### src/design/kws_pkg.sv
// kws_pkg: shared types and constants of the keyword substitution cipher
// used by kws_ram, kws_seq and keyword_substitution_cipher; no dependencies
package kws_pkg;

  localparam int ALPHABET_LETTERS = 26;
  localparam int IDX_W = $clog2(ALPHABET_LETTERS);

  // command codes
  localparam logic [2:0] FN_CLEAR  = 3'd0;
  localparam logic [2:0] FN_KEY    = 3'd1;
  localparam logic [2:0] FN_FINISH = 3'd2;
  localparam logic [2:0] FN_ENC    = 3'd3;
  localparam logic [2:0] FN_DEC    = 3'd4;

  // status codes
  localparam logic [1:0] STAT_OK        = 2'd0;
  localparam logic [1:0] STAT_IGNORED   = 2'd1;
  localparam logic [1:0] STAT_NOT_READY = 2'd2;

  localparam logic [7:0] CHAR_UA = 8'h41;
  localparam logic [7:0] CHAR_UZ = 8'h5a;
  localparam logic [7:0] CHAR_LA = 8'h61;
  localparam logic [7:0] CHAR_LZ = 8'h7a;

  localparam logic [IDX_W-1:0] LAST_IDX = IDX_W'(ALPHABET_LETTERS - 1);
  localparam logic [IDX_W:0]   FULL_POS = (IDX_W + 1)'(ALPHABET_LETTERS);

  typedef struct packed {
    logic [2:0] func;
    logic [7:0] data_byte;
  } kws_cmd_t;

  typedef struct packed {
    logic [7:0] out_byte;
    logic [1:0] status;
  } kws_res_t;

  typedef struct packed {
    logic             we;
    logic [IDX_W-1:0] waddr;
    logic [IDX_W-1:0] wdata;
    logic [IDX_W-1:0] raddr;
  } kws_ram_req_t;

  typedef enum logic [2:0] {
    S_IDLE,
    S_EXEC,
    S_FILL,
    S_READ,
    S_RESP
  } kws_state_t;

endpackage

### src/design/kws_ram.sv
// kws_ram: one 26-entry letter table, one write port and one registered read port
// depends on kws_pkg
module kws_ram (
  input  logic                      clk,
  input  kws_pkg::kws_ram_req_t     req,
  output logic [kws_pkg::IDX_W-1:0] rd_data
);

  logic [kws_pkg::IDX_W-1:0] mem [kws_pkg::ALPHABET_LETTERS];

  always_ff @(posedge clk) begin
    if (req.we) begin
      mem[req.waddr] <= req.wdata;
    end
    rd_data <= mem[req.raddr];
  end

endmodule

### src/design/kws_seq.sv
// kws_seq: command sequencer, key state, shared letter placement unit and result register
// depends on kws_pkg; drives the two kws_ram tables
module kws_seq (
  input  logic                      clk,
  input  logic                      rst,
  input  logic                      cmd_valid,
  output logic                      cmd_ready,
  input  kws_pkg::kws_cmd_t         cmd,
  output logic                      res_valid,
  input  logic                      res_ready,
  output kws_pkg::kws_res_t         res,
  output kws_pkg::kws_ram_req_t     fwd_req,
  output kws_pkg::kws_ram_req_t     inv_req,
  input  logic [kws_pkg::IDX_W-1:0] fwd_rd,
  input  logic [kws_pkg::IDX_W-1:0] inv_rd
);

  kws_pkg::kws_state_t state, state_next;

  logic [2:0]                        func;
  logic [7:0]                        data_byte;
  logic [kws_pkg::ALPHABET_LETTERS-1:0] letter_used;
  logic [kws_pkg::IDX_W:0]           fill_position;
  logic                              key_ready;
  logic [kws_pkg::IDX_W-1:0]         walk;
  logic [7:0]                        pend_byte;
  logic [1:0]                        pend_status;

  logic                      is_upper, is_lower, is_letter;
  logic [kws_pkg::IDX_W-1:0] li;
  logic                      do_place, place_go;
  logic [kws_pkg::IDX_W-1:0] place_idx;
  logic                      clear_key, set_ready, pend_load, res_load;
  logic [7:0]                pend_byte_next;
  logic [1:0]                pend_status_next;

  // letter decode of the held word
  always_comb begin
    is_upper = (data_byte >= kws_pkg::CHAR_UA) && (data_byte <= kws_pkg::CHAR_UZ);
    is_lower = (data_byte >= kws_pkg::CHAR_LA) && (data_byte <= kws_pkg::CHAR_LZ);
    is_letter = is_upper || is_lower;
    if (is_lower) begin
      li = kws_pkg::IDX_W'(data_byte - kws_pkg::CHAR_LA);
    end else begin
      li = kws_pkg::IDX_W'(data_byte - kws_pkg::CHAR_UA);
    end
  end

  // next state
  always_comb begin
    state_next = state;
    case (state)
      kws_pkg::S_IDLE: begin
        if (cmd_valid) state_next = kws_pkg::S_EXEC;
      end
      kws_pkg::S_EXEC: begin
        state_next = kws_pkg::S_RESP;
        if (func == kws_pkg::FN_FINISH && !key_ready) begin
          state_next = kws_pkg::S_FILL;
        end else if ((func == kws_pkg::FN_ENC || func == kws_pkg::FN_DEC)
                     && key_ready && is_letter) begin
          state_next = kws_pkg::S_READ;
        end
      end
      kws_pkg::S_FILL: begin
        if (walk == kws_pkg::LAST_IDX) state_next = kws_pkg::S_RESP;
      end
      kws_pkg::S_READ: state_next = kws_pkg::S_RESP;
      kws_pkg::S_RESP: begin
        if (!res_valid || res_ready) state_next = kws_pkg::S_IDLE;
      end
      default: state_next = kws_pkg::S_IDLE;
    endcase
  end

  // outputs and enables
  always_comb begin
    cmd_ready        = (state == kws_pkg::S_IDLE);
    do_place         = 1'b0;
    clear_key        = 1'b0;
    set_ready        = 1'b0;
    pend_load        = 1'b0;
    pend_byte_next   = 8'd0;
    pend_status_next = kws_pkg::STAT_OK;
    res_load         = 1'b0;
    case (state)
      kws_pkg::S_EXEC: begin
        pend_load = 1'b1;
        case (func)
          kws_pkg::FN_CLEAR: clear_key = 1'b1;
          kws_pkg::FN_KEY: begin
            if (key_ready || !is_letter) begin
              pend_status_next = kws_pkg::STAT_IGNORED;
            end else begin
              do_place = 1'b1;
            end
          end
          kws_pkg::FN_FINISH: begin
            if (key_ready) pend_status_next = kws_pkg::STAT_IGNORED;
          end
          kws_pkg::FN_ENC, kws_pkg::FN_DEC: begin
            if (!key_ready) begin
              pend_status_next = kws_pkg::STAT_NOT_READY;
            end else if (!is_letter) begin
              pend_byte_next = data_byte;
            end
          end
          default: pend_status_next = kws_pkg::STAT_IGNORED;
        endcase
      end
      kws_pkg::S_FILL: begin
        do_place  = 1'b1;
        set_ready = (walk == kws_pkg::LAST_IDX);
      end
      kws_pkg::S_READ: begin
        pend_load = 1'b1;
        if (func == kws_pkg::FN_ENC) begin
          pend_byte_next = kws_pkg::CHAR_UA + 8'(fwd_rd);
        end else begin
          pend_byte_next = kws_pkg::CHAR_UA + 8'(inv_rd);
        end
      end
      kws_pkg::S_RESP: res_load = !res_valid || res_ready;
      default: ;
    endcase

    // shared placement unit: keyword letter or the next letter of the walk
    place_idx = (state == kws_pkg::S_FILL) ? walk : li;
    place_go  = do_place && (fill_position < kws_pkg::FULL_POS)
                && !letter_used[place_idx];

    fwd_req.we    = place_go;
    fwd_req.waddr = fill_position[kws_pkg::IDX_W-1:0];
    fwd_req.wdata = place_idx;
    fwd_req.raddr = li;
    inv_req.we    = place_go;
    inv_req.waddr = place_idx;
    inv_req.wdata = fill_position[kws_pkg::IDX_W-1:0];
    inv_req.raddr = li;
  end

  always_ff @(posedge clk) begin
    if (rst) begin
      state         <= kws_pkg::S_IDLE;
      letter_used   <= '0;
      fill_position <= '0;
      key_ready     <= 1'b0;
      res_valid     <= 1'b0;
    end else begin
      state <= state_next;
      if (clear_key) begin
        letter_used   <= '0;
        fill_position <= '0;
        key_ready     <= 1'b0;
      end else begin
        if (place_go) begin
          letter_used[place_idx] <= 1'b1;
          fill_position          <= fill_position + 1'b1;
        end
        if (set_ready) key_ready <= 1'b1;
      end
      if (res_load) begin
        res_valid <= 1'b1;
      end else if (res_ready) begin
        res_valid <= 1'b0;
      end
    end
  end

  // payload registers
  always_ff @(posedge clk) begin
    if (cmd_valid && cmd_ready) begin
      func      <= cmd.func;
      data_byte <= cmd.data_byte;
    end
    if (state == kws_pkg::S_EXEC) begin
      walk <= '0;
    end else if (state == kws_pkg::S_FILL) begin
      walk <= walk + 1'b1;
    end
    if (pend_load) begin
      pend_byte   <= pend_byte_next;
      pend_status <= pend_status_next;
    end
    if (res_load) begin
      res.out_byte <= pend_byte;
      res.status   <= pend_status;
    end
  end

endmodule

### src/design/keyword_substitution_cipher.sv
// keyword_substitution_cipher: top level, sequencer plus forward and inverse tables
// depends on kws_pkg, kws_ram, kws_seq
//
//   port group   dir  payload     handshake
//   cmd          in   kws_cmd_t   cmd_valid / cmd_ready
//   res          out  kws_res_t   res_valid / res_ready
//
// one command in flight: key commands pass through the exec and resp states, encrypt
// and decrypt of a letter with a finished key add a read state (one registered table
// read), other text bytes skip it, and a finish on an unfinished key adds a fill state
// in which the placement unit walks the 26 letters one per cycle
// reset clears the key state; tables hold nothing defined until key commands and a finish fill them
// a result waits in the output register while res_ready is low; the next
// command is taken only once that result has been loaded
module keyword_substitution_cipher (
  input  logic              clk,
  input  logic              rst,
  input  logic              cmd_valid,
  output logic              cmd_ready,
  input  kws_pkg::kws_cmd_t cmd,
  output logic              res_valid,
  input  logic              res_ready,
  output kws_pkg::kws_res_t res
);

  kws_pkg::kws_ram_req_t     fwd_req, inv_req;
  logic [kws_pkg::IDX_W-1:0] fwd_rd, inv_rd;

  kws_seq u_seq (
    .clk       (clk),
    .rst       (rst),
    .cmd_valid (cmd_valid),
    .cmd_ready (cmd_ready),
    .cmd       (cmd),
    .res_valid (res_valid),
    .res_ready (res_ready),
    .res       (res),
    .fwd_req   (fwd_req),
    .inv_req   (inv_req),
    .fwd_rd    (fwd_rd),
    .inv_rd    (inv_rd)
  );

  // position -> letter
  kws_ram u_fwd (
    .clk     (clk),
    .req     (fwd_req),
    .rd_data (fwd_rd)
  );

  // letter -> position
  kws_ram u_inv (
    .clk     (clk),
    .req     (inv_req),
    .rd_data (inv_rd)
  );

endmodule
### config.mk
export PLATFORM = sky130hd
export DESIGN_NAME = keyword_substitution_cipher
export DESIGN_NICKNAME = d
export VERILOG_FILES = /design/src/design/kws_pkg.sv /design/src/design/kws_ram.sv /design/src/design/kws_seq.sv /design/src/design/keyword_substitution_cipher.sv
export SDC_FILE = /design/constraint.sdc
export NUM_CORES = 1
export LEC_CHECK = 0
export CORE_ASPECT_RATIO = 0.75
export CORE_MARGIN = 1
export CORE_UTILIZATION = 55
export DETAILED_ROUTE_END_ITERATION = 10
export DONT_BUFFER_PORTS = 1
export GPL_TIMING_DRIVEN = 0
export HOLD_SLACK_MARGIN = 0.08
export PLACE_DENSITY_LB_ADDON = 0.05
export SYNTH_ARGS = -nofsm -noshare
export SYNTH_HDL_FRONTEND = slang
export SYNTH_SLANG_ARGS = --single-unit
### constraint.sdc
create_clock -name clk -period 4.7 [get_ports clk]
set_input_delay 0 -clock clk [delete_from_list [all_inputs] [get_ports clk]]
set_output_delay 0 -clock clk [all_outputs]
set_load 0.005 [all_outputs]
== Word-level counts from Yosys, hierarchy flattened ==
Memories as Yosys holds them, arrays and structs flattened. A register that Yosys moved wholly into a read port is not among the register bits.
Index checks and enable logic that the tools add are counted.

* Bits in writable memories: 260
* Word-level logic and storage cells: 97
* Output and inout bits: 12
* Bits in registers: 73
* Memories kept: 2
* Input port bits: 15

* Muxes and demuxes: 33
* Equality and inequality tests: 12
* Reductions and logical operators: 24
* Add/subtract/negate cells: 6
* Magnitude comparators: 7
* Bitwise operators: 1

{| class="wikitable"
|+ Memories
! memory !! depth !! bits a word !! rd ports !! clocked after memory_dff !! wr ports !! RTL line !! RTL
|-
| u_fwd.mem || 26 || 5 || 1 || 1 || 1 || kws_ram.sv:9 || <nowiki>logic [kws_pkg::IDX_W-1:0] mem [kws_pkg::ALPHABET_LETTERS];</nowiki>
|-
| u_inv.mem || 26 || 5 || 1 || 1 || 1 || kws_ram.sv:9 ||
|}

{| class="wikitable"
|+ Operators with widths
! operator !! number
|-
| 8-bit 2-to-1 mux || 4
|-
| 26-bit bitwise OR || 1
|-
| 7-bit by 5-bit adder with 8-bit output (first input constant) || 2
|-
| 8-bit by 7-bit >= comparator with 1-bit output (second input constant) || 2
|-
| 8-bit by 7-bit <= comparator with 1-bit output (second input constant) || 2
|-
| 8-bit one-hot mux with 2 select lines || 1
|-
| 1-bit 2-to-1 mux || 15
|-
| 3-bit 2-to-1 mux || 5
|-
| 3-bit one-hot mux with 5 select lines || 1
|-
| 3-bit by 2-bit equality test with 1-bit output (second input constant) || 4
|-
| 5-bit 2-to-1 mux || 2
|-
| 5-bit by 1-bit subtractor with 5-bit output (second input constant) || 2
|-
| 1-bit logical AND || 9
|-
| 2-bit one-hot mux with 4 select lines || 1
|-
| 6-bit by 1-bit adder with 6-bit output (second input constant) || 1
|-
| 3-bit by 1-bit equality test with 1-bit output (second input constant) || 2
|-
| 3-bit equality test (second input constant) || 2
|-
| 3-bit logical NOT || 2
|-
| 5-bit by 6-bit less-than comparator with 1-bit output (second input constant) || 1
|-
| 6-bit by 5-bit less-than comparator with 1-bit output (second input constant) || 1
|-
| 2-bit OR reduction || 3
|-
| 5-bit by 1-bit adder with 5-bit output (second input constant) || 1
|-
| 1-bit binary-select mux with 5-bit select || 1
|-
| 1-bit demux with 5-bit select || 1
|-
| other kinds (10) || 17
|}

== Depth between registers and ports, before layout ==
Gate-level depths: netlist of run 1.

* Depth after elaboration: 12
* Gate-level depth with buffers: 18
* Mapped depth without buffers: 9

== Hierarchy ==
From an unflattened synthesis of run 1, not the netlist that was laid out.

* Cell total of the unflattened synthesis: 995
* Area total of the unflattened synthesis: 14,521.4 um2

{| class="wikitable"
|+ By module, submodules not included
! module !! area an instance (um2) !! times used !! cells each !! sequential area each (um2)
|-
| kws_ram || 5,368.9 || 2 || 315 || 4,003.8
|-
| kws_seq || 3,783.6 || 1 || 365 || 1,771.7
|}

== Worst setup path after synthesis of run 1 ==
OpenSTA, ideal clock, no wires.

* Kind: register -> register
* Start: register u_seq.data_byte[0]
* End: memory u_inv.mem[12][0] (netlist name), enable pin
* Setup slack: 135 ps
* Data arrival time: 4,191 ps
* Library setup time: 374 ps
* Required time: 4,326 ps
* Period minus slack after synthesis: 4,565 ps
* Cell stages (with the launch flop): 19
* Buffers on the path: 9
* Cells stage by stage: edfxtp_1 buf_2 clkbuf_1 buf_1 clkbuf_1 inv_1 ha_1 clkbuf_1 a21o_1 buf_6 inv_4 buf_6 a21oi_1 a221oi_1 nor4_2 nand2_2 buf_6 buf_6 nor3_1

{| class="wikitable"
|+ RTL lines
! element !! RTL line !! RTL
|-
| from (decl) || kws_seq.sv:21 || <nowiki>logic [7:0] data_byte;</nowiki>
|-
| from (signal assigned) || kws_seq.sv:174 || <nowiki>data_byte <= cmd.data_byte;</nowiki>
|-
| to (decl) || kws_ram.sv:9 ||
|}

== Worst setup path in the final report of run 1 ==
* Start: register u_seq.data_byte[0]
* End: memory u_fwd.mem[24][2] (netlist name), enable pin

* Cells in the longest elaborated chain, start to end: 12
* Elaborated cells between the ends (all ways): 23
* Those cells by class: add/sub (2); order compare (4); mux (9); reduce/logical (8)

{| class="wikitable"
|+ Ends and longest elaborated chain
! element !! RTL line !! RTL
|-
| parallel branches: the longest is 9 deep, another holds 8-bit by 7-bit >= comparator with 1-bit output || -- ||
|-
| 1-bit logical AND (*) || kws_seq.sv:130 || <nowiki>&& !letter_used[place_idx];</nowiki>
|-
| 1-bit 2-to-1 mux (*) || kws_ram.sv:12 || <nowiki>if (req.we) begin</nowiki>
|-
| 1-bit 2-to-1 mux (not written as such) (*) || kws_ram.sv:13 || <nowiki>mem[req.waddr] <= req.wdata;</nowiki>
|-
| to (decl) || kws_ram.sv:9 ||
|}

Every way passes the cells marked *. The select of a mux whose other input is x is not followed.

==> results of run 1 <==
cells by family (layout without fill, tap and decap cells):
| kind of cell | count (synthesis) | in the layout |
|---|---|---|
| flip-flops | 343 | 343 |
| XOR/XNOR | 12 | 12 |
| buffers and inverters | 68 | 147 |
| AND/OR/NAND/NOR | 194 | 194 |
| adder cells (fa/ha/maj) | 10 | 10 |
| multiplexers | 103 | 103 |
| AO/OA/AOI/OAI | 111 | 111 |
sequential cells by signal, summed over array words and instances (netlist names):
| name | cells |
|---|---|
| u_seq.pend_byte | 8 |
| u_inv.mem | 130 |
| u_seq.walk | 5 |
| u_seq.res_valid | 1 |
| u_seq.letter_used | 26 |
| u_seq.key_ready | 1 |
| u_seq.pend_status | 2 |
| u_seq.data_byte | 8 |
| u_seq.state | 3 |
| u_seq.res | 10 |
| u_fwd.mem | 130 |
| u_fwd.rd_data | 5 |
| u_seq.func | 3 |
| u_seq.fill_position | 6 |
| u_inv.rd_data | 5 |
power by group through the flow:
stage	Sequential [mW]	Clock, mW	Combinational (mW)
3_3_place_gp	3.54	0	0.978
5_1_grt	3.48	2.80	1.19
2_1_floorplan	3.52	0	0.684
4_1_cts	3.47	2.70	1.07
3_5_place_dp	3.54	0	1.02
6_report	3.47	2.65	1.13
worst max-delay path: stages (launching register included):
cell and delay [ns]:
edfxtp_1 0.36, buf_2 0.20, buf_4 0.28, buf_6 0.22
clkbuf_4 0.27, inv_1 0.12, ha_4 0.19, xnor2_2 0.19
and2_0 0.19, buf_2 0.19, a31oi_4 0.34, a221oi_1 0.17
or4_4 0.57, nor2_4 0.25, buf_4 0.19, and3_1 0.32
worst paths after layout:
path                       from          endpoint  slack (ns)  cells past startpoint
max          u_seq.data_byte[0]  u_fwd.mem[24][2]        0.29                     15
max reg2reg  u_seq.data_byte[0]  u_fwd.mem[24][2]        0.29                     15
min reg2reg  u_seq.pend_byte[4]      u_seq.res[6]        0.42                      0
min                      cmd[9]     u_seq.func[1]        0.12                      1
layer usage:
| layer | GRT usage (%) | vias to the layer above | wire, um |
|---|---|---|---|
| li1 | - | 3505 | - |
| met1 | 37.8 | 4135 | 14200 |
| met2 | 37.3 | 343 | 14700 |
| met3 | 4.33 | 62 | 2640 |
| met4 | 6.89 | 0 | 674 |
| met5 | 0 | - | 0 |
layout make-up:
class / count / area (sq um) / area share [%]
well taps: 338 / 423 / 2.59
clock inverters: 9 / 90.1 / 0.551
flip-flops and latches: 343 / 9780 / 59.8
multi-input cells: 430 / 4460 / 27.3
clock buffers: 48 / 997 / 6.10
inverters: 14 / 55.1 / 0.337
plain buffers: 53 / 295 / 1.81
repair buffers: 23 / 245 / 1.50
metrics by stage:
stage	cells	power [mW]	setup TNS (ns)	hold slack (ns)	utilization, %
2_1_floorplan	841	4.21	0	0.0691	-
3_3_place_gp	1179	4.52	-463.52	0.0732	58.1
3_5_place_dp	1182	4.56	-477.17	0.0751	58.3
4_1_cts	1253	7.24	0	0.102	64.1
5_1_grt	1258	7.48	0	0.104	65.0
6_report	1258	7.25	0	0.120	65.0
cells in the final DEF (no fill, tap or decap), types with 4 or more instances in the layout:
master           n
mux2i_1         20
dfxtp_1         52
inv_1           14
a32o_1          25
a22o_1           5
a21o_1           4
edfxtp_1       291
a211oi_1         4
ha_1             9
mux4_2          70
mux2_2          11
a31oi_1          7
nor3_1           9
xnor2_1          5
and3_1           8
o21ai_0         14
clkbuf_16       37
nor3_4          17
nor3_2          10
buf_4            8
nor2_1          42
a221o_1          4
buf_6            9
and2_1           7
nor3b_1          5
nand2_1         35
buf_2            8
a31oi_4          5
buf_1            8
nand3_1          6
o22ai_1          4
nor4b_1          5
and3_2          19
a21oi_1         22
dlygate4sd3_1   15
clkbuf_1        31
what timing repair did:
item	4_1_cts	5_1_grt
resized for setup	50	39
pin swaps	0	2
endpoints found under the hold margin	35	0
hold buffers	15	0
buffers inserted	0	5
endpoints found under the setup margin	327	260
==> results.toml, run 1 <==
[outcome]
status = "finished, final reports clean"

[synthesis]
synth_mux_area_share_pct = 13.7
ys_seq_area_share_pct = 68.9
yosys.area.top_type_share_pct = 61.6
synthArstFlopShare_pct = 0
netlist_instances = 841
synth-seq-cells = 343
synth_warnings = 0
yosysMostFrequentCell = "edfxtp_1"
synthTopCellsByArea = "edfxtp_1, mux4_2, dfxtp_1"
synthAdderAreaFrac_pct = 0.882
synth_xor_area_share_pct = 0.794
syn_area_per_cell_sq_um = 16.9
synthesis.area_sq_um = 14200
synth_simple_gate_area_share_pct = 7.43
synth_commonest_cells = "edfxtp_1, mux4_2, dfxtp_1"
yosysTopAreaCell = "edfxtp_1"
synth_flop_cell = "edfxtp_1"
synth-edff-count = 291
synth_compound_area_share_pct = 5.86
synth_top_family_by_area = "multiplexers"
synth_cell_type_count = 68
syn_nets = 866

[timing]
fin_crit_sh_pct = 93.8
final_hold_viol_count = 0
fmax_mhz = 227
tightestPinTransition_ns = 1.23
rsz0062_at_grt = "no"
max_slew_margin_pct = 18.2
drv_slew = 0
layout_setup_ws_ns = 0.293
min_period_ns = 4.41
finalSetupViolations = 0
clock_skew_ns = 0.0156

[power]
cellPowerDensity_nw_per_um2 = 444
clkPwrFrac_pct = 36.6
intPower_mw = 5.42
pwr-share-seq_pct = 47.9
sw_frac_of_total_pct = 25.3
p_comb_share_pct = 15.5
ir_drop_v = 0.000408
p_leak_nw = 5.37
p_switching_mw = 1.83

[place]
post_dp_cell_area_sq_um = 14700
port_buffers = 0
place_ws_ns = -1.99
gp_congestion = 0.889
dp_hpwl_mm = 21.4

[die]
core_area_sq_um = 25100
io-pin-count = 27
fp.dieH_um = 141
start_util_pct = 56.4
fp.dieW_um = 187
die_area_sq_um = 26400
rows = 50

[setup_path]
worstPathMaxFanout = 10
arrival_ns = 4.59
critPathCaptureType = "flip-flop"
critical_path_class = "reg2reg"
cp-start-kind = "flip-flop"
worstPathRequired_ns = 4.89

[route]
first_pass_iters = 5
ant_nets = 0
routedWlPerCell_um = 25.6
vias = 8045
vias_per_cell = 6.40
first_iter_violations = 676
totalWireLength_mm = 32.2
drc = 0

[global_route]
track_usage_pct = 24.9
antenna_found_initial = 0
grt_overflow = 0
grt_pass1_wl_mm = 48.3
grt_start_max_net_pins = 36
grt_pass1_vias = 7908

[clocking]
htreeDepth = 2
cts_tree = "yes"
clockBufferDepth = 3
clock_latency_ns = 0.52
path_clk_slew_ns = 0.06
root_buffer = "clkbuf_16"
cts_num_sinks = 343
cts_inserted_buffers = 34

[cells_and_area]
n_fill_cell = 1725
fin_nets = 924
final_cell_area_sq_um = 16300
drive_gt1_share_pct = 25.3
insertedDiodeCount = 0
area.growth.synth_to_final_pct = 15.2

[run]
maxCapViolCount = 0

[min_path]
hold_class = "in2reg"
No activity file was read; power rests on OpenSTA's default activity.
==> run 2: changes to the inputs <==
PLACE_DENSITY = 0.76   (was default)
PLACE_DENSITY_LB_ADDON = default   (was 0.05)
==> run 2 against run 1 <==
Compared with the run above:
- register-to-register slack worse by 0.11 ns
- combinational power is essentially flat
- critical path depth fell by 1
- total power down 4.2%
- routed wire length down 0.85%
- cell area is 1.4% lower
- sequential power barely moved
- via count increased by 2.2%
- cell count decreased by 0.16%
- clock-buffer cell count shrank 8
- clock skew up 0.0022 ns
- core utilization down 0.93 points
==> results.toml, run 2 (synthesized netlist as in run 1, its figures left out) <==
[global_route]
grt_start_max_net_pins = 36
track_usage_pct = 24.5
antenna_found_initial = 0
grt_pass1_wl_mm = 48.6
grt_pass1_vias = 7915
grt_overflow = 0

[route]
first_pass_iters = 5
totalWireLength_mm = 31.9
vias_per_cell = 6.54
ant_nets = 0
routedWlPerCell_um = 25.4
first_iter_violations = 1181
drc = 0
vias = 8220

[clocking]
clockBufferDepth = 3
htreeDepth = 1
clock_latency_ns = 0.56
cts_inserted_buffers = 30
cts_num_sinks = 343
path_clk_slew_ns = 0.07
cts_tree = "yes"
root_buffer = "clkbuf_16"

[timing]
tightestPinTransition_ns = 1.20
finalSetupViolations = 0
setup_tns_ns = 0
final_hold_viol_count = 0
fmax_mhz = 221
rsz0062_at_grt = "no"
clock_skew_ns = 0.0178
min_period_ns = 4.52
fin_crit_sh_pct = 96.2
drv_slew = 0
max_slew_margin_pct = 19.7
hold_ws_ns = 0.0921

[setup_path]
worstPathRequired_ns = 4.94
critPathCaptureType = "flip-flop"
arrival_ns = 4.76
cp-start-kind = "flip-flop"
r2r-start = "u_seq.data_byte[0]"
critical_path_class = "reg2reg"
cp-startpoint = "u_seq.data_byte[0]"
worstPathMaxFanout = 10

[die]
core_area_sq_um = 25100
start_util_pct = 56.4
fp.dieW_um = 187
io-pin-count = 27
die_area_sq_um = 26400
rows = 50
fp.dieH_um = 141

[power]
intPower_mw = 5.15
cellPowerDensity_nw_per_um2 = 431
pwr-share-seq_pct = 50.0
clkPwrFrac_pct = 34.0
ir_drop_v = 0.000360
p_comb_share_pct = 16.0
sw_frac_of_total_pct = 26.0
p_switching_mw = 1.80
p_leak_nw = 5.22

[cells_and_area]
fin_nets = 920
area.growth.synth_to_final_pct = 13.6
final_common_cell = "edfxtp_1"
n_fill_cell = 1723
biggestRegsByFlops = "u_fwd.mem (130), u_inv.mem (130), u_seq.letter_used (26)"
final_cell_mix = "edfxtp_1, mux4_2, dfxtp_1, nor2_1, nand2_1"
final_cells = 1256
drive_gt1_share_pct = 23.4
insertedDiodeCount = 0

[place]
gp_congestion = 0.868
dp.cells = 1182
dp_hpwl_mm = 20.5
port_buffers = 0

[outcome]
status = "finished, final reports clean"

[min_path]
hold_class = "in2reg"
min_from = "cmd[4]"

[run]
maxCapViolCount = 0
## run 2: changes by cell type in the layout (fill, tap and decap cells not counted), sizes merged
| cell | previous run | this run |
|---|---|---|
| buf | 37 | 32 |
| dlygate4sd3 | 15 | 19 |
| clkbuf | 72 | 65 |
| inv | 15 | 13 |
| clkinv | 6 | 14 |
## run 2: final timing paths
kind                             end  slack [ns]  depth (start not counted)
setup / recovery    u_fwd.mem[13][0]        0.18                         14
hold / removal    u_seq.data_byte[4]        0.09                          1
setup reg to reg    u_fwd.mem[13][0]        0.18                         14
hold reg to reg         u_seq.res[8]        0.42                          0
## run 2: what timing repair did
item	CTS	global route
hold buffers	19	0
hold endpoints to repair	45	0
endpoints found under the setup margin	327	255
setup buffers	1	0
gates resized for setup	52	19
cloned	0	0
pin swaps	1	1
## run 2: through the flow
stage	area, sq um	worst slack (ns)	power (mW)	utilization (%)
after floorplan	14200	0.135	4.21	-
after global placement	14600	-1.77	4.50	58.1
after detailed placement	14700	-1.92	4.55	58.4
after CTS	16000	0.0753	6.93	63.8
after global routing	16100	0.00958	7.15	64.1
final	16100	0.179	6.95	64.1
## run 2: routing by layer
metal,vias up,part of all wire (%),routed length (um),track usage [%]
li1,3486,-,-,-
met1,4148,43,13700,38.0
met2,523,45,14300,36.4
met3,63,10,3340,4.80
met4,0,1.9,620,5.26
met5,-,0,0,0
## run 2: area by class of cell
type,count,area [sq um],share of cell area [%]
Multi-Input combinational cell,430,4380,27.2
Clock inverter,15,116,0.722
Sequential cell,343,9780,60.7
Buffer,53,295,1.83
Inverter,14,55.1,0.342
Timing Repair Buffer,23,255,1.58
Clock buffer,40,810,5.02
Tap cell,338,423,2.62
## run 2: worst max-delay path, cell delays in order, from the launching register on
cell and delay (ns):
edfxtp_1 0.37, buf_2 0.20, clkbuf_4 0.30, buf_6 0.24, clkbuf_4 0.28, inv_1 0.12, ha_4 0.19, xnor2_2 0.31
nor2_1 0.22, a31oi_2 0.53, a311oi_1 0.14, or4_4 0.49, nor2_4 0.25, buf_4 0.22, and3_1 0.33
## run 2: power groups by stage
stage	Clock (mW)	Combinational (mW)	Sequential, mW
2_1_floorplan	0	0.684	3.52
3_3_place_gp	0	0.960	3.54
3_5_place_dp	0	1.01	3.54
4_1_cts	2.37	1.08	3.48
5_1_grt	2.49	1.18	3.48
6_report	2.36	1.11	3.48
